### src/lfcc_pkg.sv
// ----------------------------------------------------------------------------
// Framed log checker package
// Shared types, codes and the byte-wide CRC-32 table for the log frame
// checker.
// ----------------------------------------------------------------------------
package lfcc_pkg;

  localparam int unsigned LEN_W    = 24;
  localparam int unsigned CRC_W    = 32;
  localparam int unsigned STAMP_W  = 64;
  localparam int unsigned COUNT_W  = 32;
  localparam int unsigned RECNUM_W = 32;

  localparam logic [CRC_W-1:0] CRC_POLY     = 32'hEDB8_8320;
  localparam logic [CRC_W-1:0] CRC_ALL_ONES = 32'hFFFF_FFFF;
  localparam logic [LEN_W-1:0] LEN_MAX      = 24'hFF_FFFF;
  localparam logic [LEN_W-1:0] MAX_PAYLOAD_RST = 24'h10_0000;

  // Request opcodes
  localparam logic OP_DATA = 1'b0;
  localparam logic OP_END  = 1'b1;

  typedef enum logic [2:0] {
    ST_OK           = 3'd0,
    ST_LEN_TOO_BIG  = 3'd1,
    ST_CRC_MISMATCH = 3'd2,
    ST_TORN_TAIL    = 3'd3,
    ST_CLEAN_END    = 3'd4
  } status_t;

  typedef struct packed {
    status_t               status;
    logic [RECNUM_W-1:0]   record_number;
    logic [LEN_W-1:0]      payload_length;
    logic [STAMP_W-1:0]    timestamp;
    logic [COUNT_W-1:0]    entry_count;
  } result_t;

  // Table entry of the reflected CRC-32 for one byte index.
  function automatic logic [CRC_W-1:0] crc_tbl(input logic [7:0] idx);
    logic [CRC_W-1:0] c;
    c = {24'h00_0000, idx};
    for (int k = 0; k < 8; k++) begin
      c = c[0] ? ((c >> 1) ^ CRC_POLY) : (c >> 1);
    end
    return c;
  endfunction

endpackage

### src/lfcc_crc_step.sv
// ----------------------------------------------------------------------------
// CRC-32 byte step
// Advances a reflected CRC-32 register by one byte using a table lookup.
// ----------------------------------------------------------------------------
module lfcc_crc_step (
  input  logic [31:0] crc_in,
  input  logic [7:0]  data,
  output logic [31:0] crc_out
);
  import lfcc_pkg::*;

  assign crc_out = (crc_in >> 8) ^ crc_tbl(crc_in[7:0] ^ data);

endmodule

### src/lfcc_parser.sv
// ----------------------------------------------------------------------------
// Record parser
// Walks the header and payload of each framed record, captures the
// timestamp and entry count, and decides the result for each request.
// ----------------------------------------------------------------------------
module lfcc_parser (
  input  logic                     clk,
  input  logic                     rst_n,
  input  logic                     step,
  input  logic                     opcode,
  input  logic [7:0]               data_byte,
  input  logic [lfcc_pkg::LEN_W-1:0] max_payload,
  output logic                     res_valid,
  output lfcc_pkg::result_t        res
);
  import lfcc_pkg::*;

  logic [3:0]          hdr_pos_r,   hdr_pos_nxt;
  logic [LEN_W-1:0]    len_r,       len_nxt;
  logic [CRC_W-1:0]    exp_crc_r,   exp_crc_nxt;
  logic [CRC_W-1:0]    crc_r,       crc_nxt;
  logic [LEN_W-1:0]    seen_r,      seen_nxt;
  logic [STAMP_W-1:0]  stamp_r,     stamp_nxt;
  logic [COUNT_W-1:0]  count_r,     count_nxt;
  logic [RECNUM_W-1:0] records_r,   records_nxt;
  logic                halted_r,    halted_nxt;

  logic [CRC_W-1:0]    crc_stepped;
  logic [CRC_W-1:0]    fin_crc;
  logic [CRC_W-1:0]    fin_exp;
  logic                finish;
  logic [LEN_W-1:0]    seen_inc;

  lfcc_crc_step u_crc (
    .crc_in  (crc_r),
    .data    (data_byte),
    .crc_out (crc_stepped)
  );

  assign seen_inc = seen_r + 1'b1;

  always_comb begin
    hdr_pos_nxt = hdr_pos_r;
    len_nxt     = len_r;
    exp_crc_nxt = exp_crc_r;
    crc_nxt     = crc_r;
    seen_nxt    = seen_r;
    stamp_nxt   = stamp_r;
    count_nxt   = count_r;
    records_nxt = records_r;
    halted_nxt  = halted_r;
    finish      = 1'b0;
    fin_crc     = crc_r ^ CRC_ALL_ONES;
    fin_exp     = exp_crc_r;
    res_valid   = 1'b0;
    res.status         = ST_OK;
    res.record_number  = records_r;
    res.payload_length = '0;
    res.timestamp      = '0;
    res.entry_count    = '0;

    if (step && !halted_r) begin
      if (opcode == OP_END) begin
        res_valid = 1'b1;
        if (hdr_pos_r != 4'd0) begin
          res.status = ST_TORN_TAIL;
          halted_nxt = 1'b1;
        end else begin
          res.status = ST_CLEAN_END;
        end
      end else if (hdr_pos_r < 4'd4) begin
        hdr_pos_nxt = hdr_pos_r + 4'd1;
        if (hdr_pos_r == 4'd3) begin
          // The top length byte is only kept implicitly: any non-zero value
          // is over every limit and halts the block.
          if (data_byte != 8'h00 || len_r > max_payload) begin
            res_valid          = 1'b1;
            res.status         = ST_LEN_TOO_BIG;
            res.payload_length = (data_byte != 8'h00) ? LEN_MAX : len_r;
            halted_nxt         = 1'b1;
          end
        end else begin
          len_nxt[hdr_pos_r[1:0]*8 +: 8] = data_byte;
        end
      end else if (hdr_pos_r < 4'd8) begin
        hdr_pos_nxt = hdr_pos_r + 4'd1;
        exp_crc_nxt[hdr_pos_r[1:0]*8 +: 8] = data_byte;
        if (hdr_pos_r == 4'd7 && len_r == '0) begin
          finish  = 1'b1;
          fin_exp = exp_crc_nxt;
        end
      end else begin
        crc_nxt  = crc_stepped;
        fin_crc  = crc_stepped ^ CRC_ALL_ONES;
        if (seen_r < 24'd8) begin
          stamp_nxt[seen_r[2:0]*8 +: 8] = data_byte;
        end else if (seen_r < 24'd12) begin
          count_nxt[seen_r[1:0]*8 +: 8] = data_byte;
        end
        seen_nxt = seen_inc;
        finish   = (seen_inc == len_r);
      end

      if (finish) begin
        res_valid          = 1'b1;
        res.payload_length = len_r;
        res.timestamp      = stamp_nxt;
        res.entry_count    = count_nxt;
        if (fin_crc == fin_exp) begin
          res.status = ST_OK;
          if (records_r != '1) begin
            records_nxt = records_r + 1'b1;
          end
          hdr_pos_nxt = 4'd0;
          len_nxt     = '0;
          exp_crc_nxt = '0;
          crc_nxt     = CRC_ALL_ONES;
          seen_nxt    = '0;
          stamp_nxt   = '0;
          count_nxt   = '0;
        end else begin
          res.status = ST_CRC_MISMATCH;
          halted_nxt = 1'b1;
        end
      end
    end
  end

  always_ff @(posedge clk) begin
    if (!rst_n) begin
      hdr_pos_r <= 4'd0;
      len_r     <= '0;
      exp_crc_r <= '0;
      crc_r     <= CRC_ALL_ONES;
      seen_r    <= '0;
      stamp_r   <= '0;
      count_r   <= '0;
      records_r <= '0;
      halted_r  <= 1'b0;
    end else begin
      hdr_pos_r <= hdr_pos_nxt;
      len_r     <= len_nxt;
      exp_crc_r <= exp_crc_nxt;
      crc_r     <= crc_nxt;
      seen_r    <= seen_nxt;
      stamp_r   <= stamp_nxt;
      count_r   <= count_nxt;
      records_r <= records_nxt;
      halted_r  <= halted_nxt;
    end
  end

endmodule

### src/log_frame_crc_checker_core.sv
// ----------------------------------------------------------------------------
// Framed log record checker
// Checks length-framed records of a log byte stream against their CRC-32
// and reports one status per record end, bad length or end of log.
// ----------------------------------------------------------------------------
//   Channel | Direction | Handshake          | Payload
//   in      | input     | in_valid/in_ready  | in_opcode, in_data_byte
//   out     | output    | out_valid/out_ready| status, record number, length,
//           |           |                    | timestamp, entry count
//   cfg     | input     | cfg_we             | cfg_wdata (max_payload)
//
// One request per clock while the output is not stalled: a request waits in the
// input register, where the byte-wide CRC table step and the record state update
// run, and its result, if any, is written into the output register as it moves on.
// A stalled output holds the input register, and in_ready drops while both
// registers are full and out_ready is low. Synchronous active-low reset returns
// to the start of a record with max_payload at 1 MiB; no clearing pass is needed.
// ----------------------------------------------------------------------------
module log_frame_crc_checker_core (
  input  logic                       clk,
  input  logic                       rst_n,
  input  logic                       in_valid,
  output logic                       in_ready,
  input  logic                       in_opcode,
  input  logic [7:0]                 in_data_byte,
  output logic                       out_valid,
  input  logic                       out_ready,
  output logic [2:0]                 out_status,
  output logic [31:0]                out_record_number,
  output logic [23:0]                out_payload_length,
  output logic [63:0]                out_timestamp,
  output logic [31:0]                out_entry_count,
  input  logic                       cfg_we,
  input  logic [lfcc_pkg::LEN_W-1:0] cfg_wdata
);
  import lfcc_pkg::*;

  logic             in_valid_r;
  logic             in_op_r;
  logic [7:0]       in_byte_r;
  logic             out_valid_r;
  result_t          out_res_r;
  logic [LEN_W-1:0] max_payload_r;

  logic             step;
  logic             res_valid;
  result_t          res;

  // The held request moves on whenever the output register can take a result.
  assign step     = in_valid_r && (!out_valid_r || out_ready);
  assign in_ready = !in_valid_r || step;

  lfcc_parser u_parser (
    .clk         (clk),
    .rst_n       (rst_n),
    .step        (step),
    .opcode      (in_op_r),
    .data_byte   (in_byte_r),
    .max_payload (max_payload_r),
    .res_valid   (res_valid),
    .res         (res)
  );

  always_ff @(posedge clk) begin
    if (!rst_n) begin
      max_payload_r <= MAX_PAYLOAD_RST;
    end else if (cfg_we) begin
      max_payload_r <= cfg_wdata;
    end
  end

  always_ff @(posedge clk) begin
    if (!rst_n) begin
      in_valid_r <= 1'b0;
    end else if (in_valid && in_ready) begin
      in_valid_r <= 1'b1;
    end else if (step) begin
      in_valid_r <= 1'b0;
    end
  end

  always_ff @(posedge clk) begin
    if (in_valid && in_ready) begin
      in_op_r   <= in_opcode;
      in_byte_r <= in_data_byte;
    end
  end

  always_ff @(posedge clk) begin
    if (!rst_n) begin
      out_valid_r <= 1'b0;
    end else if (step) begin
      out_valid_r <= res_valid;
    end else if (out_ready) begin
      out_valid_r <= 1'b0;
    end
  end

  always_ff @(posedge clk) begin
    if (step && res_valid) begin
      out_res_r <= res;
    end
  end

  assign out_valid          = out_valid_r;
  assign out_status         = out_res_r.status;
  assign out_record_number  = out_res_r.record_number;
  assign out_payload_length = out_res_r.payload_length;
  assign out_timestamp      = out_res_r.timestamp;
  assign out_entry_count    = out_res_r.entry_count;

endmodule
### config.mk
export PLATFORM = sky130hd
export DESIGN_NAME = log_frame_crc_checker_core
export DESIGN_NICKNAME = d
export VERILOG_FILES = /design/src/lfcc_pkg.sv /design/src/lfcc_crc_step.sv /design/src/lfcc_parser.sv /design/src/log_frame_crc_checker_core.sv
export SDC_FILE = /design/constraint.sdc
export NUM_CORES = 1
export LEC_CHECK = 0
export ABC_AREA = 1
export BUFFER_PORTS_ARGS = -buffer_cell sky130_fd_sc_hd__buf_2
export CAP_MARGIN = 20
export CORE_ASPECT_RATIO = 0.7
export CORE_MARGIN = 5
export CORE_UTILIZATION = 25
export DETAILED_ROUTE_END_ITERATION = 10
export PLACE_DENSITY = 0.43
export SLEW_MARGIN = 20
export SYNTH_ARGS = -nofsm -noshare
export SYNTH_HDL_FRONTEND = slang
export SYNTH_SLANG_ARGS = --single-unit
### constraint.sdc
create_clock -name clk -period 9.2 [get_ports clk]
set_input_delay 1.84 -clock clk [delete_from_list [all_inputs] [get_ports clk]]
set_output_delay 1.84 -clock clk [all_outputs]
set_load 0.05 [all_outputs]
-- Yosys cells after proc, flatten, opt, wreduce, memory -nomap -nowiden
Cells that the tools add are included.
- $add $sub $neg: 6
- $mul: 0
- div/mod/pow operators: 0
- $lt $le $gt $ge: 5
- equality and inequality tests: 5
- shift-type cells: 8
- multiplexer cells: 94
- bitwise operators: 12
- reduce and logical (&&, ||, !) cells: 18
- operators with widths (operator ; count):
    $mux W32 ; 34
    $mux W64 ; 6
    $mux W24 ; 15
    $mux W120 ; 1
    $not A13 Y14 ; 7
    $neg A5 Y34 ; 2
    $shift A8 B34 Y32 const A ; 2
    $shiftx A8 B34 Y32 ; 2
    $bwmux W32 ; 2
    $bwmux W64 ; 1
    $not A32 Y32 ; 2
    $shift A8 B34 Y64 const A ; 1
    $shiftx A8 B34 Y64 ; 1
    $lt A24 B4 Y1 const B ; 2
    $neg A6 Y34 ; 1
    $shift A8 B34 Y24 const A ; 1
    $shiftx A8 B34 Y24 ; 1
    $add A32 B1 Y32 const B ; 1
    $eq A32 B32 Y1 ; 1
    $ne A32 B32 Y1 const B ; 1
    $xor A24 B32 Y32 ; 1
    $add A24 B1 Y24 const B ; 1
    $bwmux W24 ; 1
    $eq A24 B24 Y1 ; 1
    21 further kinds ; 60
- register bits: 435
- bits in latches: 0
- RAM bits: 0
- memory bits (read-only): 0
- output and inout bits: 157
- logic and storage cells: 167
- memories kept: 0

-- Longest topological paths before layout
Gate-level depths: netlist of the first run.
- word-level depth: 26
- gate-level depth with buffers: 24
- mapped depth without buffers: 22

-- Cells and area by module
A second synthesis of the first run with hierarchy kept.
- cell total of the unflattened synthesis: 3294
- area total of the unflattened synthesis: 23961.7 um^2
- by module, submodules not included (module ; times used ; cells each ; area an instance (um^2) ; seq. area each (um^2)):
    lfcc_parser ; 1 ; 2840 ; 17100.2 ; 4904.7
    log_frame_crc_checker_core ; 1 ; 284 ; 5841.9 ; 5445.2
    lfcc_crc_step ; 1 ; 170 ; 1019.7 ; 0.0

-- Worst setup path after synthesis of the first run
No wires, ideal clock.
- path kind: input -> register
- from: input out_ready
- to: register out_res_r (netlist bit out_entry_count[0]), enable pin
- library setup time: 0.507 ns
- arrival time: 6.054 ns
- setup slack: 2.640 ns
- stages on the path: 8
- path buffers: 2
- cell sequence: nor2_1 -> inv_1 -> nand3_1 -> inv_1 -> clkbuf_1 -> clkbuf_1 -> o21ai_0 -> inv_1
- word-level cells in the longest chain between the ends: 5
- ends and longest elaborated chain (item ; line ; source):
    from (decl) ; log_frame_crc_checker_core.sv:27 ; input logic out_ready,
    $logic_or A1 B1 Y1 (*) ; log_frame_crc_checker_core.sv:50 ; assign step = in_valid_r && (!out_valid_r || out_ready);
    $logic_and A1 B1 Y1 (*) ; log_frame_crc_checker_core.sv:50 ;
    $logic_and A1 B1 Y1 ; lfcc_parser.sv:62 ; if (step && !halted_r) begin
    $mux W1 ; lfcc_parser.sv:62 ;
    $logic_and A1 B1 Y1 (*) ; log_frame_crc_checker_core.sv:100 ; if (step && res_valid) begin
    to (signal assigned) ; log_frame_crc_checker_core.sv:101 ; out_res_r <= res;
    to (decl) ; log_frame_crc_checker_core.sv:42 ; result_t out_res_r;
Mark *: on every way between the ends. The rest lies on a longest branch, timed or not.
A chain may end at the register's enable or synchronous reset.

-- Worst setup path in the final report of the first run
- from: register u_parser.seen_r[0]
- to: register out_res_r (netlist bit out_timestamp[6]), enable pin
- word-level cells in the longest chain between the ends: 9
- ends and longest elaborated chain (item ; line ; source):
    from (decl) ; lfcc_parser.sv:22 ; logic [LEN_W-1:0] seen_r, seen_nxt;
    from (signal assigned) ; lfcc_parser.sv:145 ; seen_r <= seen_nxt;
    $add A24 B1 Y24 ; lfcc_parser.sv:40 ; assign seen_inc = seen_r + 1'b1;
    $eq A24 B24 Y1 ; lfcc_parser.sv:101 ; finish = (seen_inc == len_r);
    $mux W1 ; lfcc_parser.sv:85 ; end else if (hdr_pos_r < 4'd8) begin
    $mux W1 ; lfcc_parser.sv:71 ; end else if (hdr_pos_r < 4'd4) begin
    $mux W1 ; lfcc_parser.sv:63 ; if (opcode == OP_END) begin
    $mux W1 ; lfcc_parser.sv:62 ;
    $mux W1 ; lfcc_parser.sv:104 ; if (finish) begin
    $mux W1 ; lfcc_parser.sv:62 ;
    $logic_and A1 B1 Y1 ; log_frame_crc_checker_core.sv:100 ;
Every way passes these cells. The select of a mux whose other input is x is not followed.

==> results summary, run 1 <==
The violation count after the first detailed-routing iteration is 2339. The proportion of synthesized flip-flops having asynchronous set or reset is 0. For this block, the routed nets add up to ~94000 um of wire. The power density over the cells is about 170 mW/mm2. The count of nets after finishing came out at between 3000 and 4000. The number of antenna repair diodes came out at 0. The data arrival time of the critical path came out at 6.06 ns. The die covers just over 0.1 mm2. The sequential share of power came out at 0.428. The post-DP HPWL came out at between 60000 and 70000 um.

In this run, CTS created clock tree buffers numbering 52. No sink is reached through more buffers than the 3 on the longest clock path. The largest area contributor in the synthesized netlist is dfxtp_1. The internal power came out at between 3 and 4 mW. The cell at the slowest stage of the critical path is dfxtp_1.

The final total power is just under 5 mW. The worst-case clock skew is roughly 0.032 ns. The post-route non-filler standard cell count came out at between 4000 and 5000. The run finished with clean final reports. The number of maximum-capacitance constraint violations is 0.

The number of failing hold endpoints at the final stage came out at 0. The first global-routing pass estimated 141000 um of wire. The worst register-to-register path ends at out_timestamp[6]. In the synthesized netlist the dominant register cell turns out to be dfxtp_1. The analysis attributes to cell leakage a power of around 11 nW. In the final layout, the share of cells above drive strength 1 is 0.0974. The total setup violations reported at the end of the flow came out at 0. The post-route clock period utilization came out at 0.632. The per-cell routed wire length is ~19 um.

The most common cell in the synthesized netlist is nand2_1. The via count normalized by instance count came out at roughly 4.8. The detailed-routing iteration count for the pre-antenna-repair pass is 6.

Dividing the synthesized area by the synthesized cell count gives just under 7 um2. The vertical die dimension is 271 um. The number of max-slew violations in the final report came out at 0. Compared with the post-synthesis result, the final layout area differs by 15.9%. The startpoint of the lowest-slack hold path is u_parser.records_r[31]. The worst supply voltage drop on vdd came out at 0.133 mV.

By area the synthesized netlist is led by dfxtp_1, edfxtp_1, nand2_1. TritonCTS built the clock tree. The sort of element at the end of the critical path is a register. Following the worst setup path forward leads to its endpoint at out_timestamp[6].

STA classifies the critical path startpoint as a register. Walking the worst path, the cells encountered are inv_1, ha_1, inv_1, a21oi_1, nand3_1, nor2_1, nand3_1, nor2_1, nand2_1, nor2_1, nand3_1, nor2_1, nand3_1, nand2_1, nand2_2, buf_4, inv_2, o21ai_0, inv_6, buf_4. The fraction of the core area covered by cells at the end of the flow is 0.293. Of the total power, the share spent switching nets is 0.279. Clock-pin slew was measured on the worst setup and hold paths at around 0.06 ns. The initial antenna violation count is 1.

The most critical setup path has its startpoint at u_parser.seen_r[0]. The weighted congestion reported at the end of routability-driven placement came out at 0.908. The maximum number of pins on one net before global-route repair is 145. The floorplan core area is 0.0963 mm2. The relative slew slack came out at 0.261. The critical path data required time came out at approximately 9.5 ns. The count of buffers inserted at the top-level ports came out at between 150 and 200. The total grt overflow came out at 0. The fraction of post-synthesis cell area in the top cell type by area is 0.223. The number of global-route vias before repair came out at 21701. The number of vias in the routed layout is between 20000 and 25000.

Counting instances in the post-synthesis netlist gives the leading cell types as nand2_1, inv_1, nor2_1. The cell sitting at the root of the clock tree is a clkbuf_16. The register-to-register path setup slack came out at about 3.4 ns. The reg-to-reg critical path startpoint is u_parser.seen_r[0].

The register bit total from synthesis came out at around 440. The clock drives between 400 and 500 sinks. The post-route setup TNS is 0 ns. The top-level port count came out at about 200. The switching power summed over all nets came out at 1.34 mW. The cell area after synthesis came out at about 0.024 mm2. During synthesis, Yosys emitted a total of 0 warnings.

The number of gates resized after cts is 0. The latest clock arrival within the worst-skew pair came out at 0.64 ns. The setup fix buffers added after clock tree synthesis is 0. The antenna violation net count after detailed routing is 0. The depth of the CTS H-tree is 2. The number of library cell types mapped by synthesis came out at slightly above 50. The chip width is about 380 um. The cell depth of the worst flop-to-flop path came out at 20. The actual slew at the worst max-slew pin came out at roughly 1.1 ns. Setup repair after global routing left no endpoint under its margin. Across every metal layer, demand over resource in global routing totals 0.175. The layout filler cell count is around 11000. The shortest period the worst path allows is 5.82 ns. The initial cell density of the core came out at 0.253. For this run, the register share of the synthesized area comes to 0.425. The number of standard-cell rows in the floorplan is 95. The number of nets produced by synthesis is 3592. Summing all flip-flop and latch instances after layout gives 0.0103 mm2. Of the total power, combinational logic draws 0.106. The highest attainable clock frequency came out at between 0.15 and 0.2 GHz.

In the final layout, the multi-input gates occupy approximately 0.012 mm2. The path class of the lowest-slack min-delay path is register to register. The clock share of power came out at 0.466.

The cell count after synthesis came out at 3517. The delay of the slowest cell on the worst path came out at about 0.8 ns. After detailed routing, the number of remaining DRC violations is 0. The top fanout value on the critical path is slightly below 60. The count of placed standard cells including taps is 4838. The number of buffers inserted for hold repair after clock tree synthesis is 0.

The critical path in this run is classified as register to register. Counting flops with a built-in enable in the synthesized netlist gives between 150 and 200.
## state kept, by name, summed over array words and instances (netlist names), 4 cells and up
register and cells:
out_timestamp 64, u_parser.stamp_r 64, out_entry_count 32, out_record_number 32, u_parser.count_r 32, u_parser.crc_r 32
u_parser.exp_crc_r 32, u_parser.records_r 32, max_payload_r 24, out_payload_length 24, u_parser.len_r 24, u_parser.seen_r 24
in_byte_r 8, u_parser.hdr_pos_r 4
## critical path: cells and delay by family (launching register included)
family	cells	cell delay, ns
flip-flops	1	0.80
AND/OR/NAND/NOR	11	1.05
buffers and inverters	6	2.30
AO/OA/AOI/OAI	2	0.47
adder cells (fa/ha/maj)	1	0.71
## power by group through the flow
| stage | Sequential (mW) | Clock, mW | Combinational, mW |
|---|---|---|---|
| 2_1_floorplan | 2.16 | 0 | 0.280 |
| 3_3_place_gp | 2.11 | 0 | 0.503 |
| 3_5_place_dp | 2.11 | 0 | 0.503 |
| 4_1_cts | 2.06 | 2.30 | 0.504 |
| 5_1_grt | 2.07 | 2.38 | 0.554 |
| 6_report | 2.06 | 2.25 | 0.508 |
## cell usage in the layout, fill, tap and decap left out, drive strengths merged, types with 2 or more instances in the layout
cell      instances
a22oi             3
nand4            61
nor3b             3
or2               5
nand2          1115
bufinv            8
o22ai            33
and3              2
clkbuf           67
nand3b           31
o211ai           33
and2              4
o21bai            9
edfxtp          164
o21a              3
o21ai           217
a21o              2
a21oi           260
nor4             15
ha               37
mux2i            10
nand3           264
buf             222
nor2            366
xor2             16
inv             376
dfxtp           271
clkinv           19
nor3             46
clkinvlp          5
## cells by family after synthesis
logic type,Yosys count,synth area share
and+or+nand+nor,1913,0.329
AOI/OAI and AO/OA,566,0.124
buffers and inverters,539,0.0916
DFF,435,0.425
adders and majority gates,37,0.0190
xor gates and xnor gates,17,0.00612
muxes,10,0.00411
## metrics by stage
step | area [um2] | setup WS [ns] | hold WS, ns
finish | 28200 | 3.38 | 0.436
global route | 28200 | 2.92 | 0.441
CTS | 28200 | 3.34 | 0.439
detailed placement | 26300 | 3.33 | 0.427
global placement | 26300 | 3.30 | 0.418
floorplan | 24300 | 2.64 | 0.408
## worst min path at each step
stage,endpoint,slack (ns),cells after the start
4_1_cts,out_record_number[31],0.44,0
2_1_floorplan,out_record_number[21],0.41,0
3_5_place_dp,out_record_number[21],0.43,0
6_report,out_record_number[31],0.44,0
5_1_grt,out_record_number[31],0.44,0
3_3_place_gp,out_record_number[6],0.42,0
## per-layer routing
metal  track usage  vias up  share of wire
li1              -    11741              -
met1         0.269    10997           0.50
met2         0.250      791           0.41
met3        0.0352      107          0.077
met4        0.0376        0          0.020
met5             0        -              0
## layout make-up
type / count / area share
clock buffer: 67 / 0.0506
clock inverter: 31 / 0.0150
inverter: 377 / 0.0508
multi-input combinational: 2543 / 0.418
sequential: 435 / 0.367
tap: 1261 / 0.0560
timing repair buffer: 222 / 0.0424
Power figures use the tool's default switching activity.
==> run 2: changes to the inputs <==
==> constraint.sdc (replaced) <==
create_clock -name clk -period 5.55 [get_ports clk]
set_input_delay 1.11 -clock clk [delete_from_list [all_inputs] [get_ports clk]]
set_output_delay 1.11 -clock clk [all_outputs]
set_load 0.05 [all_outputs]
==> run 2 against run 1 <==
  * Utilization about the same
  * Non-clock buffer count up 26
  * Global-route usage up 0.15 points
  * Die area unchanged
  * Worst hold slack worse by 0.0043 ns
  * Flip-flop and latch count unchanged
  * Critical path type unchanged
  * Largest power group is now sequential cells
  * Highest routed layer unchanged
==> results summary, run 2 (synthesis results as in run 1) <==
The detailed-routing iteration count for the pre-antenna-repair pass is 6. The count of nets after finishing is 3729. Summing all placed instances gives a cell area of ~0.027 mm2. The leakage power came out at about 12 nW. The clock root buffer master is clkbuf_16. Leaving out fill and tap cells, the most frequent cell in the layout is nand2_1. The die is ~270 um tall. In the routed layout, each cell is associated on average with a via count of 4.82.

The area growth from synthesis to layout came out at 15.9%. The antenna violation net count after detailed routing is 0. The total wirelength of the detailed-routed design came out at 95200 um. The setup fix buffers added after clock tree synthesis came out at 0. The number of gates resized after cts came out at 0.

The final total power came out at 7.68 mW. The worst setup path is captured at a register. Fill cells in the final layout number between 10000 and 15000. The actual slew at the worst max-slew pin is between 0.9 and 1 ns. OpenSTA, run right after detailed placement, puts the worst setup slack at roughly 1.3 ns.

Summed over all layers, the global routing overflow is 0. The number of failing hold endpoints at the final stage came out at 0. The clock passes through at most 3 buffers. The critical path data required time came out at 5.99 ns.

Including well taps, the total number of placed cells is about 4900. The chip width is around 380 um. The worst hold path terminates at out_record_number[21]. After the flow finishes, the layout carries non-filler instances totaling approximately 5000. The violation count after the first detailed-routing iteration came out at 2393.

The worst-case clock skew is 0.0295 ns. The top-level port count is between 150 and 200. In this run the critical register-to-register path is captured at u_parser.stamp_r[3]. The shortest period the worst path allows is 4.48 ns. Measured on the finished design, the core utilization comes to 0.293. The final worst slack is 1.07 ns. The data arrival time of the critical path came out at ~5 ns.

The reg-to-reg critical path startpoint is u_parser.hdr_pos_r[0]. The post-route clock period utilization came out at 0.808. The clock slew at the register clock pins of the worst setup and hold paths came out at ~0.07 ns. The highest attainable clock frequency is approximately 0.22 GHz. The startpoint identified for the worst hold timing path is u_parser.records_r[21].

Measured against its own limit, the worst slew margin works out to 0.366. The number of vias in the routed layout is 23891. Along the worst path, the maximum fanout reaches ~120. The floorplan core area is 0.0963 mm2. The number of max-slew violations in the final report is 0.

The share of post-route cells with drive strength above 1 came out at 0.100. The footprint of the multi-input gates came out at approximately 0.012 mm2. The initial antenna violation count is 2. The number of maximum-capacitance constraint violations is 0. The critical path starts at u_parser.hdr_pos_r[0]. In this run, post-CTS hold repair placed 0 buffers.

For this run, design rule violations remaining after detail routing come to 0. The post-DP HPWL is 69400 um. The floorplan has 95 rows. The latest clock arrival within the worst-skew pair came out at around 0.62 ns. Setup violations remaining at the end of the flow were counted as 0. The flow ran to the end, and the final reports show no timing, DRC or antenna violations. TritonCTS built the clock tree. The worst hold path belongs to the class register to register. The clock sink count is 435. The area of all placed cells without fillers is around 0.028 mm2. In this run, CTS created clock tree buffers numbering between 40 and 50. The first global-routing pass estimated ~140000 um of wire. The maximum number of pins on one net before global-route repair is 154. The area of the die came out at 0.104 mm2. Hold is met by about 0.43 ns. The library cells used most frequently in the layout, excluding fill and tap cells, are nand2_1, nor2_1, inv_1. The worst setup path is of the register to register kind. The power density over the cells came out at about 270 mW/mm2.

The worst setup path is launched from a register. Setup repair after global routing left no endpoint under its margin. The initial cell density of the core came out at 0.253. The storage element area came out at roughly 0.010 mm2. The weighted congestion reported at the end of routability-driven placement came out at 0.910.

The register-to-register path setup slack came out at 1.07 ns. The post-route setup TNS is 0 ns. The worst supply voltage drop on vdd is roughly 0.18 mV. The number of global-route vias before repair came out at approximately 22000.

Input and output buffers added on the ports amount to 194. Counting instances, the worst hold path has a depth of 0. The H-tree was split into 2 levels.

The overall track demand over capacity in global routing is 0.177. The per-cell routed wire length came out at between 15 and 20 um. The cell depth of the worst flop-to-flop path came out at 22.
-- run 2: worst max-delay path, cell delays in order (launching register included) --
cell     delay (ns)
dfxtp_1        0.31
buf_4          0.25
inv_1          0.12
ha_1           0.45
inv_1          0.11
nor2_2         0.26
nand3_1        0.28
o21ai_0        0.34
nand3_1        0.12
nand2_1        0.13
nand2_1        0.05
nand2_1        0.19
nand2_1        0.08
nor2_1         0.09
nand2_1        0.05
nor2_1         0.10
nand3_1        0.12
nor2_4         0.21
buf_4          0.35
nand2_4        0.08
buf_12         0.24
nand3_1        0.17
a21oi_1        0.07
-- run 2: power by group --
group | leakage (nW) | switching [mW] | internal, mW
combinational | 7.01 | 0.660 | 0.202
sequential | 3.71 | 0.0504 | 3.37
clock | 0.797 | 1.45 | 1.95
total | 11.5 | 2.16 | 5.52
-- run 2: metal layers --
layer	vias to the layer above	global-route usage	share of wire
li1	11783	-	-
met1	11148	0.274	0.50
met2	844	0.255	0.41
met3	116	0.0269	0.075
met4	0	0.0370	0.019
met5	-	0	0
-- run 2: worst max-delay path by stage --
stage | endpoint | slack, ns | depth (start not counted)
global route | u_parser.records_r[6] | 0.81 | 22
floorplan | out_entry_count[0] | 0.52 | 16
CTS | u_parser.count_r[22] | 1.25 | 22
global placement | u_parser.stamp_r[39] | 1.27 | 22
detailed placement | u_parser.count_r[28] | 1.26 | 22
finish | u_parser.stamp_r[3] | 1.07 | 22
-- run 2: final cells by class --
type                       instances  area share
multi-input combinational       2543       0.418
sequential                       435       0.367
tap                             1261      0.0559
timing repair buffer             248      0.0508
inverter                         377      0.0508
clock buffer                      63      0.0476
clock inverter                    26      0.0102
antenna                            1   0.0000887
==> run 3: changes to the inputs <==
--- a/config.mk
+++ b/config.mk
@@ -5,7 +5,7 @@
 export SDC_FILE = /design/constraint.sdc
 export NUM_CORES = 1
 export LEC_CHECK = 0
-export ABC_AREA = 1
+export ABC_AREA = 0
 export BUFFER_PORTS_ARGS = -buffer_cell sky130_fd_sc_hd__buf_2
 export CAP_MARGIN = 20
 export CORE_ASPECT_RATIO = 0.7
==> constraint.sdc (replaced) <==
create_clock -name clk -period 4.53 [get_ports clk]
set_input_delay 0.906 -clock clk [delete_from_list [all_inputs] [get_ports clk]]
set_output_delay 0.906 -clock clk [all_outputs]
set_load 0.05 [all_outputs]
==> run 3 against run 2 <==
  * Non-clock buffer count is 75 higher
  * Maximum frequency is 2.8% higher
  * Clock power is 29% higher
  * Global-route usage is 1.7 points lower
  * Design area is 5.8% lower
  * Final cell count is 25% lower
  * Critical path depth is 12 lower
==> results summary, run 3 <==
The cell area after placement came out at roughly 0.025 mm2. The number of vias in the routed layout is approximately 19000. The maximum number of pins on one net before global-route repair is 57. The cell at the slowest stage of the critical path is or4_1. The synthesized instance count came out at 2295. The total wirelength of the detailed-routed design is 77400 um. The cell depth of the worst flop-to-flop path is 10.

The data arrival time of the critical path came out at 4.82 ns. Setup repair after global routing left no endpoint under its margin. TritonCTS built the clock tree.

The vertical die dimension came out at about 260 um. The count of flip-flops with a built-in enable after synthesis is 164. After synthesis, the largest family of logic cells by area is simple AND/OR/NAND/NOR gates.

The top cell types in the final layout, fill and taps aside, are nor2_1, dfxtp_1, nand2_1. The floorplan core area came out at between 0.08 and 0.09 mm2. The setup slack at placement came out at 0.177 ns. The most critical setup path has its startpoint at u_parser.len_r[1]. By count the netlist is led by nor2_1, dfxtp_1, nand2_1. The main flop type after synthesis is dfxtp_1. Following the worst setup path forward leads to its endpoint at u_parser.stamp_r[21]. The delay of the slowest cell on the worst path is 0.61 ns. Clock latency on the worst-skew pair, taken at its later pin, is roughly 0.6 ns.

The depth of the CTS H-tree is 2. In the final routed layout, each cell accounts on average for roughly 21 um. The detailed-route DRC error count came out at 0.

For this configuration, the core starts out at a cell density of 0.252. The post-synthesis share of cell area spent on full adders, half adders and majority gates came out at 0.0213. The count of nets after finishing is about 2600. The worst-case clock skew came out at approximately 0.021 ns. In this run the core area contains 90 standard-cell rows.

Measured along the x axis, the die boundary spans between 300 and 400 um. The highest attainable clock frequency came out at ~0.23 GHz. The average instance in the mapped netlist occupies about 9.5 um2. The first global-routing pass estimated roughly 120000 um of wire. The worst supply voltage drop on vdd came out at 0.244 mV.

The clock slew at the register clock pins of the worst setup and hold paths is 0.06 ns. In this run the deepest clock path goes through 3 buffers. By area the synthesized netlist is led by dfxtp_1, edfxtp_1, nor2_1. The number of max-slew violations in the final report is 0. The power density over the cells came out at about 350 mW/mm2. The category of the most critical setup path is register to register. The initial antenna violation count is 0. The antenna violation net count after detailed routing is 0. The register area share after synthesis is 0.477. The fraction of the mapped netlist area in simple logic gates came out at 0.199.

Across the run, the number of max-cap violations was 0. The sort of element at the end of the critical path is a register. The shortest period the worst path allows is around 4.4 ns. The number of library cell types mapped by synthesis came out at 84.

In this run the critical register-to-register path is launched from u_parser.len_r[1]. The detailed-routing iteration count for the pre-antenna-repair pass is 6. Setup slack on the worst reg-to-reg path comes out at roughly 0.17 ns. The top fanout value on the critical path is 8. Clock tree synthesis inserted a total of between 40 and 50 buffers. The area fraction in compound gates after synthesis is 0.159.

The post-DP HPWL is ~56000 um. The area of the die is slightly above 0.09 mm2. Leaving out fill and tap cells, the most frequent cell in the layout is nor2_1. The area of all placed cells without fillers came out at roughly 0.027 mm2. The via count normalized by instance count came out at about 5. The critical path goes through nor4_1, and4_1, and4_1, a22o_1, xor2_1, or4_1, or4b_1, or4_1, a31oi_4, o22ai_1. The area share of xor/xnor cells in the synthesized design came out at 0.0750. The total grt overflow is 0. The proportion of synthesized flip-flops having asynchronous set or reset came out at 0.

The clock sink count is 435. The top-level port count came out at ~200. The post-route setup TNS came out at 0 ns.

The cell area after synthesis came out at ~0.022 mm2. The largest area contributor in the synthesized netlist is dfxtp_1. The total number of yosys warnings is 0. The fraction of post-synthesis cell area in the top cell type by area came out at 0.250. The worst hold path belongs to the class register to register. The number of global-route vias before repair came to 18116. At the end of the flow the core is filled with cells to 0.309. Once layout is complete, the cells apart from fillers number between 3000 and 4000. The worst hold margin is roughly 0.45 ns. The number of failing hold endpoints at the final stage is 0. Among all cell types in the netlist, the one instantiated most often is nor2_1.

The actual slew at the worst max-slew pin is about 0.91 ns. The worst register-to-register path ends at u_parser.stamp_r[21]. The final worst slack is ~0.17 ns.

The count of placed standard cells including taps came out at roughly 3600. The proportion of synthesized area in mux cells came out at 0.0291. The final total power came out at just over 9 mW. The critical path data required time is around 5.0 ns. The relative slew slack is 0.385.

The number of nets produced by synthesis is approximately 2400. The weighted congestion reported at the end of routability-driven placement came out at between 0.9 and 1. Setup violations remaining at the end of the flow were counted as 0.

The area growth from synthesis to layout is 22.4%. The leakage power came out at around 9.4 nW. The tree is rooted in a clkbuf_16.

The post-route clock period utilization is 0.963. Of the cells placed in the final design, the portion with a size suffix greater than 1 is 0.178. The violation count after the first detailed-routing iteration is 1392. The run finished with clean final reports. The kind of launch point of the worst setup path is a register. The count of buffers inserted at the top-level ports came out at about 190.

Across every metal layer, demand over resource in global routing totals 0.160. The register bit total from synthesis is ~440.
## run 3: changes by cell type in the layout (fill, tap and decap cells not counted), sizes merged, moves of 36 or more
cell,delta
nand2,-886
inv,-320
nand3,-179
o21ai,-171
a21oi,-102
xnor2,+82
nor2,-81
buf,+75
mux2i,+52
a22oi,+41
o2bb2ai,+36
## run 3: worst min-delay path by stage
stage / to / slack [ns] / from / cells after the start
6_report: u_parser.stamp_r[18] / 0.45 / u_parser.stamp_r[18] / 2
3_5_place_dp: u_parser.stamp_r[18] / 0.44 / u_parser.stamp_r[18] / 2
4_1_cts: u_parser.stamp_r[18] / 0.45 / u_parser.stamp_r[18] / 2
2_1_floorplan: u_parser.stamp_r[17] / 0.42 / u_parser.stamp_r[17] / 2
3_3_place_gp: u_parser.stamp_r[23] / 0.43 / u_parser.stamp_r[23] / 2
5_1_grt: u_parser.stamp_r[18] / 0.46 / u_parser.stamp_r[18] / 2
## run 3: cell type report
class / instances / area [um2]
fillers: 8943 / 59600
multi-input cells: 1638 / 10600
flip-flops and latches: 435 / 10400
repair buffers: 323 / 2160
well taps: 1150 / 1440
clock buffers: 59 / 1330
clock inverters: 33 / 457
inverters: 55 / 206
diodes: 1 / 2.50
## run 3: layer usage
| layer | routed length [um] | global-route usage | vias up |
|---|---|---|---|
| met5 | 0 | 0 | - |
| met2 | 32700 | 0.238 | 614 |
| met3 | 5760 | 0.0352 | 98 |
| met4 | 1370 | 0.0319 | 0 |
| met1 | 37500 | 0.236 | 9109 |
| li1 | - | - | 8742 |
## run 3: report_power, final
part           internal [mW]  total, mW  switching [mW]
Clock                   2.62       4.37            1.75
Sequential              4.11       4.14          0.0333
Combinational          0.258      0.807           0.549
## run 3: worst max-delay path, delay by kind of cell, from the launching register on
family | cells | cell delay, ns
flops | 1 | 0.31
xor+xnor | 1 | 0.08
compound gates | 3 | 0.70
simple gates | 6 | 3.14
## run 3: timing repair
item	4_1_cts	5_1_grt
buffers inserted	0	0
hold buffers	0	0
setup endpoints to repair	0	151
gates resized for setup	0	9
hold endpoints to repair	0	0
## run 3: logic make-up after synthesis
group,count (synthesis)
buf+inv,222
fa+ha+maj,37
compound gates,496
mux,63
xor+xnor,147
simple gates,895
flops,435
